==> src/design/vrt_pkg.sv <==
// Package for the voxel ray traversal unit: widths, limits, controller codes.
// No dependencies.
`default_nettype none
package vrt_pkg;
	localparam int MaxRunDef = 64;
	localparam int CfgW = 7;
	localparam int DivW = 31;
	localparam logic [CfgW-1:0] MaxStepsReset = 7'd16;
	localparam logic [1:0] AXIS_NONE = 2'd0;

	typedef struct packed {
		logic load;
		logic div_start;
		logic [1:0] div_axis;
		logic div_kind;
		logic start_out;
		logic step;
	} vrt_cmd_t;

	typedef struct packed {
		logic div_done;
		logic any_move;
	} vrt_sts_t;
endpackage
`default_nettype wire

==> src/design/vrt_if.sv <==
// Valid/ready channel interfaces for rays and voxel results.
// No dependencies.
`default_nettype none
interface vrt_ray_if;
	logic valid;
	logic ready;
	logic signed [31:0] start_x;
	logic signed [31:0] start_y;
	logic signed [31:0] start_z;
	logic signed [15:0] dir_x;
	logic signed [15:0] dir_y;
	logic signed [15:0] dir_z;
	modport source (output valid, start_x, start_y, start_z, dir_x, dir_y, dir_z, input ready);
	modport sink (input valid, start_x, start_y, start_z, dir_x, dir_y, dir_z, output ready);
endinterface

interface vrt_vox_if;
	logic valid;
	logic ready;
	logic signed [15:0] voxel_x;
	logic signed [15:0] voxel_y;
	logic signed [15:0] voxel_z;
	logic [31:0] hit_t;
	logic [1:0] step_axis;
	logic last;
	modport source (output valid, voxel_x, voxel_y, voxel_z, hit_t, step_axis, last,
		input ready);
	modport sink (input valid, voxel_x, voxel_y, voxel_z, hit_t, step_axis, last,
		output ready);
endinterface
`default_nettype wire

==> src/design/vrt_div.sv <==
// Restoring divider, one quotient bit per cycle: 31-bit numerator by 17-bit divisor.
// Uses vrt_pkg.
`default_nettype none
module vrt_div import vrt_pkg::*; (
	input wire logic clk,
	input wire logic arst_n,
	input wire logic start,
	input wire logic [DivW-1:0] num,
	input wire logic [16:0] den,
	output logic done,
	output logic [31:0] quo
);
	logic [DivW-1:0] num_q;
	logic [17:0] rem_q;
	logic [4:0] cnt_q;
	logic busy_q;
	logic [16:0] den_q;
	logic [17:0] trial;
	logic [17:0] shifted;

	assign shifted = {rem_q[16:0], num_q[DivW-1]};
	assign trial = shifted - {1'b0, den_q};

	always_ff @(posedge clk or negedge arst_n) begin
		if (!arst_n) begin
			busy_q <= 1'b0;
			done <= 1'b0;
			cnt_q <= '0;
		end else begin
			done <= 1'b0;
			if (start) begin
				busy_q <= 1'b1;
				cnt_q <= 5'(DivW - 1);
			end else if (busy_q) begin
				if (cnt_q == '0) begin
					busy_q <= 1'b0;
					done <= 1'b1;
				end
				cnt_q <= cnt_q - 5'd1;
			end
		end
	end

	always_ff @(posedge clk) begin
		if (start) begin
			num_q <= num;
			den_q <= den;
			rem_q <= '0;
			quo <= '0;
		end else if (busy_q) begin
			num_q <= {num_q[DivW-2:0], 1'b0};
			if (!trial[17]) begin
				rem_q <= trial;
				quo <= {quo[30:0], 1'b1};
			end else begin
				rem_q <= shifted;
				quo <= {quo[30:0], 1'b0};
			end
		end
	end
endmodule
`default_nettype wire

==> src/design/vrt_datapath.sv <==
// Datapath: per-axis crossing state, divider, step selection and result register.
// Uses vrt_pkg, vrt_div.
`default_nettype none
module vrt_datapath import vrt_pkg::*; (
	input wire logic clk,
	input wire logic arst_n,
	input wire logic [31:0] start_x,
	input wire logic [31:0] start_y,
	input wire logic [31:0] start_z,
	input wire logic [15:0] dir_x,
	input wire logic [15:0] dir_y,
	input wire logic [15:0] dir_z,
	input wire vrt_cmd_t cmd,
	output vrt_sts_t sts,
	output logic [15:0] vox_x,
	output logic [15:0] vox_y,
	output logic [15:0] vox_z,
	output logic [31:0] out_t,
	output logic [1:0] out_axis
);
	logic [15:0] frac_q [3];
	logic [15:0] dir_q [3];
	logic [15:0] vox_q [3];
	logic [31:0] next_q [3];
	logic [31:0] stepv_q [3];
	logic [16:0] mag [3];
	logic [16:0] bnd [3];
	logic [DivW-1:0] num;
	logic [31:0] quo;
	logic [32:0] sum;
	logic [1:0] best;
	logic [1:0] ax_q;
	logic kind_q;
	logic [31:0] cur_t_q;
	logic [1:0] axis_out_q;

	always_comb begin
		for (int a = 0; a < 3; a++) begin
			mag[a] = dir_q[a][15] ? (17'h10000 - {1'b0, dir_q[a]}) : {1'b0, dir_q[a]};
			if (dir_q[a][15])
				bnd[a] = (frac_q[a] != '0) ? {1'b0, frac_q[a]} : 17'h10000;
			else
				bnd[a] = 17'h10000 - {1'b0, frac_q[a]};
		end
	end

	assign num = cmd.div_kind ? {bnd[cmd.div_axis], 14'd0} : {1'b1, 30'd0};

	vrt_div u_div (
		.clk(clk), .arst_n(arst_n), .start(cmd.div_start), .num(num),
		.den(mag[cmd.div_axis]), .done(sts.div_done), .quo(quo)
	);

	always_comb begin
		best = 2'd3;
		if (dir_q[2] == '0 || (dir_q[1] != '0 && next_q[1] < next_q[2]))
			best = 2'd2;
		if (best == 2'd3) begin
			if (dir_q[0] != '0 && next_q[0] < next_q[2])
				best = 2'd1;
		end else if (dir_q[1] == '0 || (dir_q[0] != '0 && next_q[0] < next_q[1]))
			best = 2'd1;
		if (dir_q[0] == '0 && dir_q[1] == '0)
			best = 2'd3;
		sum = {1'b0, next_q[best-2'd1]} + {1'b0, stepv_q[best-2'd1]};
	end

	assign sts.any_move = (dir_q[0] != '0) || (dir_q[1] != '0) || (dir_q[2] != '0);

	always_ff @(posedge clk) begin
		if (cmd.load) begin
			frac_q[0] <= start_x[15:0];
			frac_q[1] <= start_y[15:0];
			frac_q[2] <= start_z[15:0];
			vox_q[0] <= start_x[31:16];
			vox_q[1] <= start_y[31:16];
			vox_q[2] <= start_z[31:16];
			dir_q[0] <= dir_x;
			dir_q[1] <= dir_y;
			dir_q[2] <= dir_z;
			for (int a = 0; a < 3; a++) begin
				next_q[a] <= '0;
				stepv_q[a] <= '0;
			end
		end
		if (cmd.div_start) begin
			ax_q <= cmd.div_axis;
			kind_q <= cmd.div_kind;
		end
		if (sts.div_done) begin
			if (kind_q)
				next_q[ax_q] <= quo;
			else
				stepv_q[ax_q] <= quo;
		end
		if (cmd.start_out) begin
			cur_t_q <= '0;
			axis_out_q <= AXIS_NONE;
			vox_x <= vox_q[0];
			vox_y <= vox_q[1];
			vox_z <= vox_q[2];
		end else if (cmd.step) begin
			cur_t_q <= next_q[best-2'd1];
			axis_out_q <= best;
			next_q[best-2'd1] <= sum[32] ? 32'hFFFF_FFFF : sum[31:0];
			vox_q[best-2'd1] <= dir_q[best-2'd1][15] ? vox_q[best-2'd1] - 16'd1
				: vox_q[best-2'd1] + 16'd1;
			vox_x <= (best == 2'd1) ? (dir_q[0][15] ? vox_q[0] - 16'd1 : vox_q[0] + 16'd1)
				: vox_q[0];
			vox_y <= (best == 2'd2) ? (dir_q[1][15] ? vox_q[1] - 16'd1 : vox_q[1] + 16'd1)
				: vox_q[1];
			vox_z <= (best == 2'd3) ? (dir_q[2][15] ? vox_q[2] - 16'd1 : vox_q[2] + 16'd1)
				: vox_q[2];
		end
	end

	assign out_t = cur_t_q;
	assign out_axis = axis_out_q;
endmodule
`default_nettype wire

==> src/design/vrt_ctrl.sv <==
// Controller: ray intake, six divider passes, result run with max_steps count.
// Uses vrt_pkg.
`default_nettype none
module vrt_ctrl import vrt_pkg::*; #(
	parameter int MAX_RUN = MaxRunDef
) (
	input wire logic clk,
	input wire logic arst_n,
	input wire logic cfg_we,
	input wire logic [CfgW-1:0] cfg_data,
	input wire logic in_valid,
	output logic in_ready,
	output logic out_valid,
	input wire logic out_ready,
	output logic out_last,
	output vrt_cmd_t cmd,
	input wire vrt_sts_t sts
);
	localparam logic [2:0] S_IDLE = 3'd0;
	localparam logic [2:0] S_DIV = 3'd1;
	localparam logic [2:0] S_WAIT = 3'd2;
	localparam logic [2:0] S_OUT = 3'd3;
	localparam logic [2:0] S_RUN = 3'd4;

	logic [2:0] state_q;
	logic [CfgW-1:0] max_q;
	logic [CfgW-1:0] left_q;
	logic [CfgW-1:0] run;
	logic [2:0] job_q;
	logic skip;
	logic issue;

	always_comb begin
		run = max_q;
		if (run == '0)
			run = CfgW'(1);
		if (run > CfgW'(MAX_RUN))
			run = CfgW'(MAX_RUN);
	end

	assign in_ready = (state_q == S_IDLE);
	assign cmd.load = in_valid && in_ready;
	assign cmd.div_axis = job_q[2:1];
	assign cmd.div_kind = job_q[0];
	assign cmd.div_start = (state_q == S_DIV) && !skip;
	assign cmd.start_out = (state_q == S_OUT) && (!out_valid || out_ready);
	assign cmd.step = (state_q == S_RUN) && (!out_valid || out_ready) && left_q != '0;
	assign skip = 1'b0;
	assign issue = cmd.start_out || cmd.step;

	always_ff @(posedge clk or negedge arst_n) begin
		if (!arst_n) begin
			state_q <= S_IDLE;
			max_q <= MaxStepsReset;
			left_q <= '0;
			job_q <= '0;
			out_valid <= 1'b0;
			out_last <= 1'b0;
		end else begin
			if (cfg_we)
				max_q <= cfg_data;
			if (issue)
				out_valid <= 1'b1;
			else if (out_valid && out_ready)
				out_valid <= 1'b0;
			case (state_q)
				S_IDLE: begin
					if (cmd.load) begin
						job_q <= '0;
						state_q <= S_DIV;
					end
				end
				S_DIV: state_q <= S_WAIT;
				S_WAIT: begin
					if (sts.div_done) begin
						if (job_q == 3'd5)
							state_q <= S_OUT;
						else begin
							job_q <= job_q + 3'd1;
							state_q <= S_DIV;
						end
					end
				end
				S_OUT: begin
					if (cmd.start_out) begin
						if (!sts.any_move || run == CfgW'(1)) begin
							out_last <= 1'b1;
							state_q <= S_IDLE;
						end else begin
							out_last <= 1'b0;
							left_q <= run - CfgW'(1);
							state_q <= S_RUN;
						end
					end else
						state_q <= S_OUT;
				end
				S_RUN: begin
					if (cmd.step) begin
						left_q <= left_q - CfgW'(1);
						out_last <= (left_q == CfgW'(1));
						if (left_q == CfgW'(1))
							state_q <= S_IDLE;
					end
				end
				default: state_q <= S_IDLE;
			endcase
		end
	end
endmodule
`default_nettype wire

==> src/design/voxel_ray_traversal_3d_unit.sv <==
// Voxel ray traversal (3D DDA): one ray in, a run of voxel beats out.
// Per ray: six passes of a bit-serial divider (step and first crossing
// per axis, still axes divided harmlessly and ignored), each pass with
// its start and done handshake; the first voxel beat is issued once
// the last pass is done, then one voxel beat per cycle while the
// receiver takes them. The run has max_steps beats (0 read
// as 1, capped at MAX_RUN), start voxel first with hit_t zero and
// step_axis zero; a ray with no motion gives the start voxel alone, marked last.
// A new ray is accepted only once the previous run's last beat is issued.
// A stalled receiver holds the current beat and the stepping waits.
// Reset clears the controller and sets max_steps to 16.
// cfg_we/cfg_data write max_steps; write only while idle.
// Uses vrt_pkg, vrt_if, vrt_div, vrt_datapath, vrt_ctrl.
`default_nettype none
module voxel_ray_traversal_3d_unit import vrt_pkg::*; #(
	parameter int MAX_RUN = MaxRunDef
) (
	input wire logic clk,
	input wire logic arst_n,
	input wire logic cfg_we,
	input wire logic [CfgW-1:0] cfg_data,
	vrt_ray_if.sink ray,
	vrt_vox_if.source vox
);
	vrt_cmd_t cmd;
	vrt_sts_t sts;
	logic [15:0] vx, vy, vz;

	vrt_ctrl #(.MAX_RUN(MAX_RUN)) u_ctrl (
		.clk(clk), .arst_n(arst_n), .cfg_we(cfg_we), .cfg_data(cfg_data),
		.in_valid(ray.valid), .in_ready(ray.ready), .out_valid(vox.valid),
		.out_ready(vox.ready), .out_last(vox.last), .cmd(cmd), .sts(sts)
	);

	vrt_datapath u_dp (
		.clk(clk), .arst_n(arst_n),
		.start_x(ray.start_x), .start_y(ray.start_y), .start_z(ray.start_z),
		.dir_x(ray.dir_x), .dir_y(ray.dir_y), .dir_z(ray.dir_z),
		.cmd(cmd), .sts(sts), .vox_x(vx), .vox_y(vy), .vox_z(vz),
		.out_t(vox.hit_t), .out_axis(vox.step_axis)
	);

	assign vox.voxel_x = vx;
	assign vox.voxel_y = vy;
	assign vox.voxel_z = vz;
endmodule
`default_nettype wire
==> src/flat_wrapper.sv <==
// flat-port wrapper written by rule: the top's interface ports become plain ports
module voxel_ray_traversal_3d_unit_flat import vrt_pkg::*;
#(
	parameter int MAX_RUN = MaxRunDef
)
  (clk, arst_n, cfg_we, cfg_data, ray_valid, ray_start_x, ray_start_y, ray_start_z, ray_dir_x, ray_dir_y, ray_dir_z, ray_ready, vox_valid, vox_voxel_x, vox_voxel_y, vox_voxel_z, vox_hit_t, vox_step_axis, vox_last, vox_ready);
  vrt_ray_if ray_i ();
  vrt_vox_if vox_i ();
  input wire logic clk;
  input wire logic arst_n;
  input wire logic cfg_we;
  input wire logic [CfgW-1:0] cfg_data;
  input wire logic [$bits(ray_i.valid)-1:0] ray_valid;
  input wire logic [$bits(ray_i.start_x)-1:0] ray_start_x;
  input wire logic [$bits(ray_i.start_y)-1:0] ray_start_y;
  input wire logic [$bits(ray_i.start_z)-1:0] ray_start_z;
  input wire logic [$bits(ray_i.dir_x)-1:0] ray_dir_x;
  input wire logic [$bits(ray_i.dir_y)-1:0] ray_dir_y;
  input wire logic [$bits(ray_i.dir_z)-1:0] ray_dir_z;
  output wire logic [$bits(ray_i.ready)-1:0] ray_ready;
  output wire logic [$bits(vox_i.valid)-1:0] vox_valid;
  output wire logic [$bits(vox_i.voxel_x)-1:0] vox_voxel_x;
  output wire logic [$bits(vox_i.voxel_y)-1:0] vox_voxel_y;
  output wire logic [$bits(vox_i.voxel_z)-1:0] vox_voxel_z;
  output wire logic [$bits(vox_i.hit_t)-1:0] vox_hit_t;
  output wire logic [$bits(vox_i.step_axis)-1:0] vox_step_axis;
  output wire logic [$bits(vox_i.last)-1:0] vox_last;
  input wire logic [$bits(vox_i.ready)-1:0] vox_ready;
  assign ray_i.valid = ray_valid;
  assign ray_i.start_x = ray_start_x;
  assign ray_i.start_y = ray_start_y;
  assign ray_i.start_z = ray_start_z;
  assign ray_i.dir_x = ray_dir_x;
  assign ray_i.dir_y = ray_dir_y;
  assign ray_i.dir_z = ray_dir_z;
  assign ray_ready = ray_i.ready;
  assign vox_valid = vox_i.valid;
  assign vox_voxel_x = vox_i.voxel_x;
  assign vox_voxel_y = vox_i.voxel_y;
  assign vox_voxel_z = vox_i.voxel_z;
  assign vox_hit_t = vox_i.hit_t;
  assign vox_step_axis = vox_i.step_axis;
  assign vox_last = vox_i.last;
  assign vox_i.ready = vox_ready;
  voxel_ray_traversal_3d_unit #(.MAX_RUN(MAX_RUN)) u_core (.clk(clk), .arst_n(arst_n), .cfg_we(cfg_we), .cfg_data(cfg_data), .ray(ray_i), .vox(vox_i));
endmodule
==> config.mk <==
export PLATFORM = sky130hd
export DESIGN_NAME = voxel_ray_traversal_3d_unit_flat
export DESIGN_NICKNAME = d
export VERILOG_FILES = /design/src/design/vrt_pkg.sv /design/src/design/vrt_if.sv /design/src/design/vrt_div.sv /design/src/design/vrt_datapath.sv /design/src/design/vrt_ctrl.sv /design/src/design/voxel_ray_traversal_3d_unit.sv /design/src/flat_wrapper.sv
export SDC_FILE = /design/constraint.sdc
export NUM_CORES = 1
export LEC_CHECK = 0
export BUFFER_PORTS_ARGS = -buffer_cell sky130_fd_sc_hd__buf_2
export CAP_MARGIN = 40
export CORE_AREA = 2 2 394 396
export CTS_CLUSTER_DIAMETER = 40
export DETAILED_ROUTE_END_ITERATION = 7
export DIE_AREA = 0 0 396 398
export PLACE_DENSITY_LB_ADDON = 0.3
export SLEW_MARGIN = 20
export SYNTH_ARGS = -nofsm -noshare
export SYNTH_HDL_FRONTEND = slang
export SYNTH_HIERARCHICAL = 1
export SYNTH_SLANG_ARGS = --single-unit
==> constraint.sdc <==
create_clock -name clk -period 8.5 [get_ports clk]
set_input_delay 1.275 -clock clk [delete_from_list [all_inputs] [get_ports clk]]
set_output_delay 1.275 -clock clk [all_outputs]
set_load 0.01 [all_outputs]
# Word level (Yosys, flattened, before mapping)
# Memory sizes are Yosys's and may differ from the RTL's.
# Cells that the tools add are included.
classes:
  n_addsub: 21
  order_cmp: 5
  eq_ne: 19
  mux: 88
  bitwise_logic: 4
  reduce_logical: 42
ops:
  columns: ["op", "n"]
  rows:
  - ["$mux 17", 14]
  - ["$mux 16", 14]
  - ["$sub 17x16->17 const A", 6]
  - ["$lt 32x32->1", 3]
  - ["$reduce_bool 16->1", 6]
  - ["$mux 31", 3]
  - ["$bmux 17 s2", 2]
  - ["$add 16x1->16 const B", 4]
  - ["$mux 32", 2]
  - ["$sub 16x1->16 const B", 4]
  - ["$logic_not 16->1", 3]
  - ["$mux 7", 5]
  - ["$add 32x32->33", 1]
  - ["$reduce_or 32->1", 1]
  - ["$mux 3", 9]
  - ["$mux 1", 26]
  - ["$sub 18x17->18", 1]
  - ["$reduce_or 16->1", 1]
  - ["$pmux 3 s5", 1]
  - ["$eq 7x1->1 const B", 2]
  - ["$mux 2", 7]
  - ["$pmux 7 s2", 1]
  - ["$sub 7x1->7 const B", 2]
  - ["$reduce_and 4->1", 3]
  - ["28 further kinds", 58]
word_totals:
  reg_bits: 211
  mem_bits_rw: 336
  input_bits: 156
  elab_cells: 204
  memories: 5
memory_table:
  columns: ["name", "depth", "word_bits", "rd", "rd_ports_with_merged_regs", "wr", "line_no", "text"]
  rows:
  - ["u_core.u_dp.next_q", 3, 32, 4, 0, 4, "vrt_datapath.sv:24", "logic [31:0] next_q [3];"]
  - ["u_core.u_dp.stepv_q", 3, 32, 1, 0, 4, "vrt_datapath.sv:25", "logic [31:0] stepv_q [3];"]
  - ["u_core.u_dp.dir_q", 3, 16, 4, 0, 3, "vrt_datapath.sv:22", "logic [15:0] dir_q [3];"]
  - ["u_core.u_dp.frac_q", 3, 16, 3, 0, 3, "vrt_datapath.sv:21", "logic [15:0] frac_q [3];"]
  - ["u_core.u_dp.vox_q", 3, 16, 4, 0, 3, "vrt_datapath.sv:23", "logic [15:0] vox_q [3];"]

# Logic depth before layout (Yosys ltp)
# Gate-level depths: netlist (run 1).
# An unclocked memory read counts as a cell.
logic_depth:
  word_depth: 13
  depth_mapped: 38
  mapped_depth_nobuf: 34

# Modules after synthesis
# Netlist (run 1), hierarchy kept.
modules_own_cells:
  columns: ["module", "instances", "cells_per_inst", "area_each_um2", "seq_area_each_um2"]
  rows:
  - ["vrt_datapath", 1, 2725, 29841.1, 14704.1]
  - ["vrt_div", 1, 486, 5363.9, 2597.5]
  - ["vrt_ctrl", 1, 147, 1376.3, 551.8]

# Worst setup path after synthesis (run 1)
# No wires, ideal clock.
synth_timing:
  kind: "reg2reg"
  from: "memory u_core.u_dp.dir_q[1][15]"
  to: "memory u_core.u_dp.next_q[3][18], data pin"
  setup_time_ps: 264
  arrival_time_ps: 7945
  slack_ps: 291
  stages_incl_launch_ff: 34
  n_path_buf: 6
  synth_period_minus_slack_ps: 8209
  cell_sequence: "edfxtp_1 -> clkbuf_1 -> or4_1 -> or4_1 -> o211a_1 -> a32o_2 -> o21ai_2 -> nor2_8 -> buf_1 -> a31oi_1 -> inv_1 -> ha_1 -> clkbuf_1 -> inv_1 -> clkbuf_1 -> buf_1 -> mux4_2 -> ha_1 -> inv_1 -> fa_1 -> nor2b_1 -> o21ai_0 -> a21boi_0 -> o21ai_0 -> a21oi_1 -> a211o_1 -> a311oi_1 -> o22ai_1 -> and3_1 -> a211oi_2 -> o31ai_2 -> buf_2 -> nor3_2 -> o21ai_1"
synth_rtl:
  columns: ["element", "line_no"]
  rows:
  - ["start, declared", "vrt_datapath.sv:22"]
  - ["end, declared", "vrt_datapath.sv:24"]

==> out/summary.txt, run 1 <==
Outcome - finished clean
Clock transition at path regs - 60 ps
IO buf count - 240
H-tree Lvls - 3
Flop-to-flop setup slack - 510 ps
Fin. max-slew vios - 0
Setup TNS - 0 ps
Commonest non-fill, non-tap cell in the layout - edfxtp_1
YS warnings - 6
Routed WL per cell - 20.72 um
Initial antenna violation count - 25
Residual DRC - 0
Crit path max-delay cell type - a31oi_1
Cts hold-fix bufs - 0
Vias/cell - 4.794
# setup viols final - 0
Area contributors post-synth - edfxtp_1 42%, ha_1 7.4%, mux4_2 5.0%
Startpoint types - flip-flop
Yosys top cell area share - 42.28%
Antenna viol nets, final - 0
PostCTS Resize Cnt - 0
Clock Sinks - 627
Min Clock Period, post-route - 7992 ps
Critical path buffer and inverter count - 3
Num CTS Buffers - 113
CP max stage delay - 710 ps
Final period utilization - 94.03%
Most frequent cells in the layout - 515 x edfxtp_1, 262 x nand2_1, 260 x nor2_1, 243 x buf_2, 214 x ha_1
CTS tree - done
Fin util - 29.00%
Total global routing overflow - 0
Clock buffer depth - 3
Rows - 144
Post-CTS setup buffer count - 0
DRT Pass-1 Iters - 6
Synth-to-Final Area Change - 21.54%
# IOs - 241
CP arrival - 8470 ps
Slew margin rel. - 45.59%
RSZ-0062 raised after global routing - no
Max Cap Viol - 0
Total track usage - 14.88%
Hold Vio Cnt, Final - 0
Layout cells sized above 1 - 18.93%
GPL Wtd Cong - 0.8755
Critical path's top delay family - compound AO/OA/AOI/OAI gates
Nets - 4,019
Detailed Route WL - 119,900 um
Via count - 27.73k
Netlist cell types - 108
Clk Latency, worst-skew pair - 740 ps
Worst-path maximum fanout - 6
Die Footprint - 157,600 sq um
Vias in the first global route - 27.31k
Post-synthesis async set-or-reset flop share - 4.625%
Clock skew - 53.42 ps
Detailed placer's ending HPWL - 86,380 um
CP dominant cell by count - o21ai_0
Flops & latches, synth - 627
Core Area - 153,300 sq um
WS Path Type - flip-flop to flip-flop
Cell area after synthesis - 36,580 sq um
Die W - 396 um
Sequential fraction of the synthesis area - 48.80%
Initial DRC Count - 2,077
Achievable clock frequency - 0.1251 GHz
Synth area leader - edfxtp_1
Worst hold path class - flip-flop to flip-flop
First-pass GRT wire length - 176,100 um
Initial Util - 23.86%
Clock Root Buffer - clkbuf_16
EDFF count, synth - 515
Mean Syn Cell Area - 10.89 sq um
WP data required - 8980 ps
Largest net degree at the start of global routing - 58
Hold WS - 480.3 ps
Height of the die - 398 um
Worst setup EP type - flip-flop
Dominant synthesized flop cell - edfxtp_1
Slew @ Worst Pin - 805.6 ps
Gate Count Post-Synth - 3,358
## per-layer routing
layer / GRT usage [%] / wire, um
met1: 19.42 / 52330
met2: 24.11 / 55210
met3: 3.690 / 8723
met4: 4.712 / 3443
met5: 0 / 154
## worst paths after layout
check	from	to	depth (start not counted)
max in group asynchronous	arst_n	u_core/u_dp/u_div/busy_q	1
worst min-delay path	u_core/u_dp/out_axis[0]	u_core/u_dp/out_axis[0]	2
worst max register to register	u_core/u_dp/next_q[0][9]	u_core/u_dp/next_q[3][30]	27
worst max-delay path	u_core/u_dp/next_q[0][9]	u_core/u_dp/next_q[3][30]	27
min in group asynchronous	arst_n	u_core/u_ctrl/left_q[2]	1
worst min register to register	u_core/u_dp/out_axis[0]	u_core/u_dp/out_axis[0]	2
## through the flow
| stage | setup WS (ps) | std cells | area, sq um |
|---|---|---|---|
| 2_1_floorplan | 290.9 | 3372 | 36630 |
| 3_3_place_gp | 519.4 | 5562 | 40310 |
| 3_5_place_dp | 486.1 | 5570 | 40440 |
| 4_1_cts | 490.3 | 5783 | 44450 |
| 5_1_grt | 53.51 | 5785 | 44460 |
| 6_report | 507.8 | 5785 | 44460 |
## worst register-to-register path: stages (launching register included)
cell	delay, ps
edfxtp_1	430
ha_1	320
a211oi_1	380
o21ai_0	180
a21oi_1	240
o21ai_0	240
a31oi_1	710
nor2_8	80
a31oi_1	220
inv_1	90
ha_2	280
inv_2	130
buf_4	210
mux4_2	570
ha_1	360
nor2b_1	140
o21ai_0	240
a21boi_0	160
o21ai_0	240
a21oi_1	160
a211o_1	310
a311oi_1	250
o22ai_1	220
a31o_2	310
a21oi_1	380
o21ai_1	340
xor2_1	240
o31a_1	300
## cell usage after synthesis, types with 32 or more instances
cell      number
nand2b_1      51
xor2_1        70
o21ai_1      110
o22ai_1       33
edfxtp_1     515
mux4_2        82
o21ai_0      185
a21oi_1      147
nor4_1        34
inv_1        181
nor3_1        47
nand2_1      265
nor2_1       263
dfxtp_1       83
mux2_2        37
nand3_1       96
a21o_1        45
mux2i_1       81
clkbuf_1     109
a211oi_1      32
o31ai_1       35
ha_1         215
and2_1       118
xnor2_1       96
## flip-flops by register name, summed over array words and instances (netlist names), 5 cells and up
register,flops
u_core/u_dp/vox_y,16
u_core/u_dp/dir_q,48
u_core/u_dp/stepv_q,128
u_core/u_ctrl/left_q,7
u_core/u_dp/out_t,32
u_core/u_dp/vox_q,64
u_core/u_dp/u_div/cnt_q,5
u_core/u_dp/u_div/rem_q,17
u_core/u_dp/vox_z,16
u_core/u_dp/next_q,128
u_core/u_dp/u_div/num_q,31
u_core/u_dp/frac_q,48
u_core/u_ctrl/max_q,7
u_core/u_dp/vox_x,16
u_core/u_dp/u_div/quo,32
u_core/u_dp/u_div/den_q,17
## cell type report
type / count / area (sq um)
clock inverters: 85 / 1031
well taps: 2044 / 2557
clock buffers: 128 / 2977
inverters: 185 / 696.9
diodes: 1 / 2.502
flip-flops and latches: 627 / 17860
repair buffers: 313 / 1838
multi-input cells: 2402 / 17500
fillers: 15810 / 108900
## cells by family (layout without fill, tap and decap cells)
logic type | after synthesis | in the layout | share of synthesized area [%]
AO/OA/AOI/OAI | 779 | 779 | 13.50
multiplexers | 200 | 200 | 8.404
flip-flops | 627 | 627 | 48.80
adder cells (fa/ha/maj) | 223 | 223 | 7.744
buffers and inverters | 343 | 711 | 3.790
XOR/XNOR | 166 | 166 | 3.974
AND/OR/NAND/NOR | 1019 | 1019 | 13.77
other | 1 | 16 | 0.01025
Power of run 1 is left out: the tool's default activity adds up to more than one toggle a clock period on the data nets, which glitch-free logic cannot reach.
==> run 2: changes to the inputs <==
Settings changed: PLACE_DENSITY_LB_ADDON 0.3 to not set, REMOVE_ABC_BUFFERS set to 1.
==> run 2 against run 1 <==
Effect of this change:
- design area down 0.51%
- first-iteration DRC count up 18%
- non-clock buffer count up 3
- critical path depth rose by 2
- final cell count fell by 0.14%
- maximum frequency is 1.3% lower
- global-route usage fell by 0.21 points
- largest cell class unchanged
- routed wire length down 0.95%
- register-to-register slack got worse by 100 ps
==> out/summary.txt, run 2 (same netlist as run 1, synthesis figures left out) <==
DP Worst Slack - 243.9 ps
Detailed placer's ending HPWL - 84,440 um
Residual DRC - 0
Setup TNS - 0 ps
M1 WL - 52,050 um
Clock buffer depth - 3
Slew margin rel. - 41.20%
Commonest non-fill, non-tap cell in the layout - edfxtp_1
Total track usage - 14.67%
Clock skew - 63.11 ps
Initial antenna violation count - 18
Slew @ Worst Pin - 859.8 ps
Largest registers - u_core/u_dp/next_q (128), u_core/u_dp/stepv_q (128), u_core/u_dp/vox_q (64)
Clock transition at path regs - 50 ps
GPL Wtd Cong - 0.9109
WS Path Type - flip-flop to flip-flop
Met2 WL post-DR - 55,290 um
CP max stage delay - 690 ps
Crit path max-delay cell type - or4_1
Worst setup EP type - flip-flop
Met3 Routed Length - 8207 um
Most frequent cells in the layout - 515 x edfxtp_1, 262 x nand2_1, 259 x nor2_1, 243 x buf_2, 214 x ha_1
CTS tree - done
DRT Pass-1 Iters - 5
Die Footprint - 157,600 sq um
Worst hold path class - primary input to asynchronous set/reset pin
RSZ-0062 raised after global routing - no
Via count - 28.11k
Hold WS - 376.0 ps
Outcome - finished clean
Hold Vio Cnt, Final - 0
# IOs - 241
Vias in the first global route - 27.61k
Die W - 396 um
Worst-path maximum fanout - 23
Clock Root Buffer - clkbuf_16
Initial Util - 23.86%
Final setup margin - 403.4 ps
Clock Sinks - 627
DR top layer - met5
Post-CTS setup buffer count - 0
Rows - 144
Antenna viol nets, final - 0
Vias/cell - 4.867
Total global routing overflow - 0
Min Clock Period, post-route - 8097 ps
Startpoint types - flip-flop
Core Area - 153,300 sq um
Synth-to-Final Area Change - 20.92%
WP data required - 8990 ps
Clk Latency, worst-skew pair - 720 ps
Filler cells - 15.67k
Fin. max-slew vios - 0
CP arrival - 8590 ps
# setup viols final - 0
Final period utilization - 95.25%
Largest net degree at the start of global routing - 66
H-tree Lvls - 3
Nets - 4,016
Achievable clock frequency - 0.1235 GHz
IO buf count - 240
Num CTS Buffers - 107
Height of the die - 398 um
Routed WL per cell - 20.55 um
Max Cap Viol - 0
First-pass GRT wire length - 176,000 um
Layout cells sized above 1 - 18.63%
Initial DRC Count - 2,456
Detailed Route WL - 118,700 um
CP dominant cell by count - o21ai_0
R2R depth - 29
run 2: cell count changes in the layout (fill, tap and decap cells not counted), sizes merged:
cell	delta
diode	+2
buf	+1
clkinvlp	-7
bufinv	+2
clkbuf	-7
inv	+1
run 2: path summary, 6_finish.rpt:
check / start / end / slack [ps]
max in group asynchronous: arst_n / u_core/u_ctrl/max_q[4] / 7660
hold reg to reg: u_core/u_dp/out_t[7] / u_core/u_dp/out_t[7] / 490
setup reg to reg: u_core/u_dp/dir_q[1][0] / u_core/u_dp/next_q[1][13] / 400
setup / recovery: u_core/u_dp/dir_q[1][0] / u_core/u_dp/next_q[1][13] / 400
min in group clk: u_core/u_dp/out_t[7] / u_core/u_dp/out_t[7] / 490
hold / removal: arst_n / u_core/u_ctrl/job_q[2] / 380
run 2: final cells by class:
cell class | instances | area, sq um | area share [%]
Tap cell | 2044 | 2557 | 5.782
Inverter | 185 | 696.9 | 1.576
Antenna cell | 3 | 7.507 | 0.01697
Timing Repair Buffer | 316 | 1876 | 4.240
Clock buffer | 119 | 2753 | 6.223
Multi-Input combinational cell | 2402 | 17510 | 39.58
Clock inverter | 81 | 978.4 | 2.212
Sequential cell | 627 | 17860 | 40.37
run 2: routing by layer:
layer  GRT usage, %  vias up
met1          19.65    13800
met5              0        -
li1               -    13040
met2          24.09     1068
met4          4.705       14
met3          2.397      193
run 2: worst max-delay path: cells and delay by family, from the launching register on:
family | cells | cell delay (ps)
mux | 1 | 540
simple gates | 5 | 1700
buf+inv | 6 | 1220
fa+ha+maj | 3 | 840
compound gates | 14 | 3220
flops | 1 | 360
run 2: timing repair:
action,4_1_cts,5_1_grt
hold buffers,0,0
resized for setup,0,4
setup endpoints to repair,0,33
run 2: per-stage QoR:
step           cell area, sq um  util (%)  instances
2_1_floorplan             35940         -       3214
5_1_grt                   44230     28.85       5776
3_3_place_gp              40250     26.25       5556
6_report                  44230     28.85       5777
3_5_place_dp              40410     26.36       5568
4_1_cts                   44140     28.79       5768
Power of run 2 is left out for the same reason.
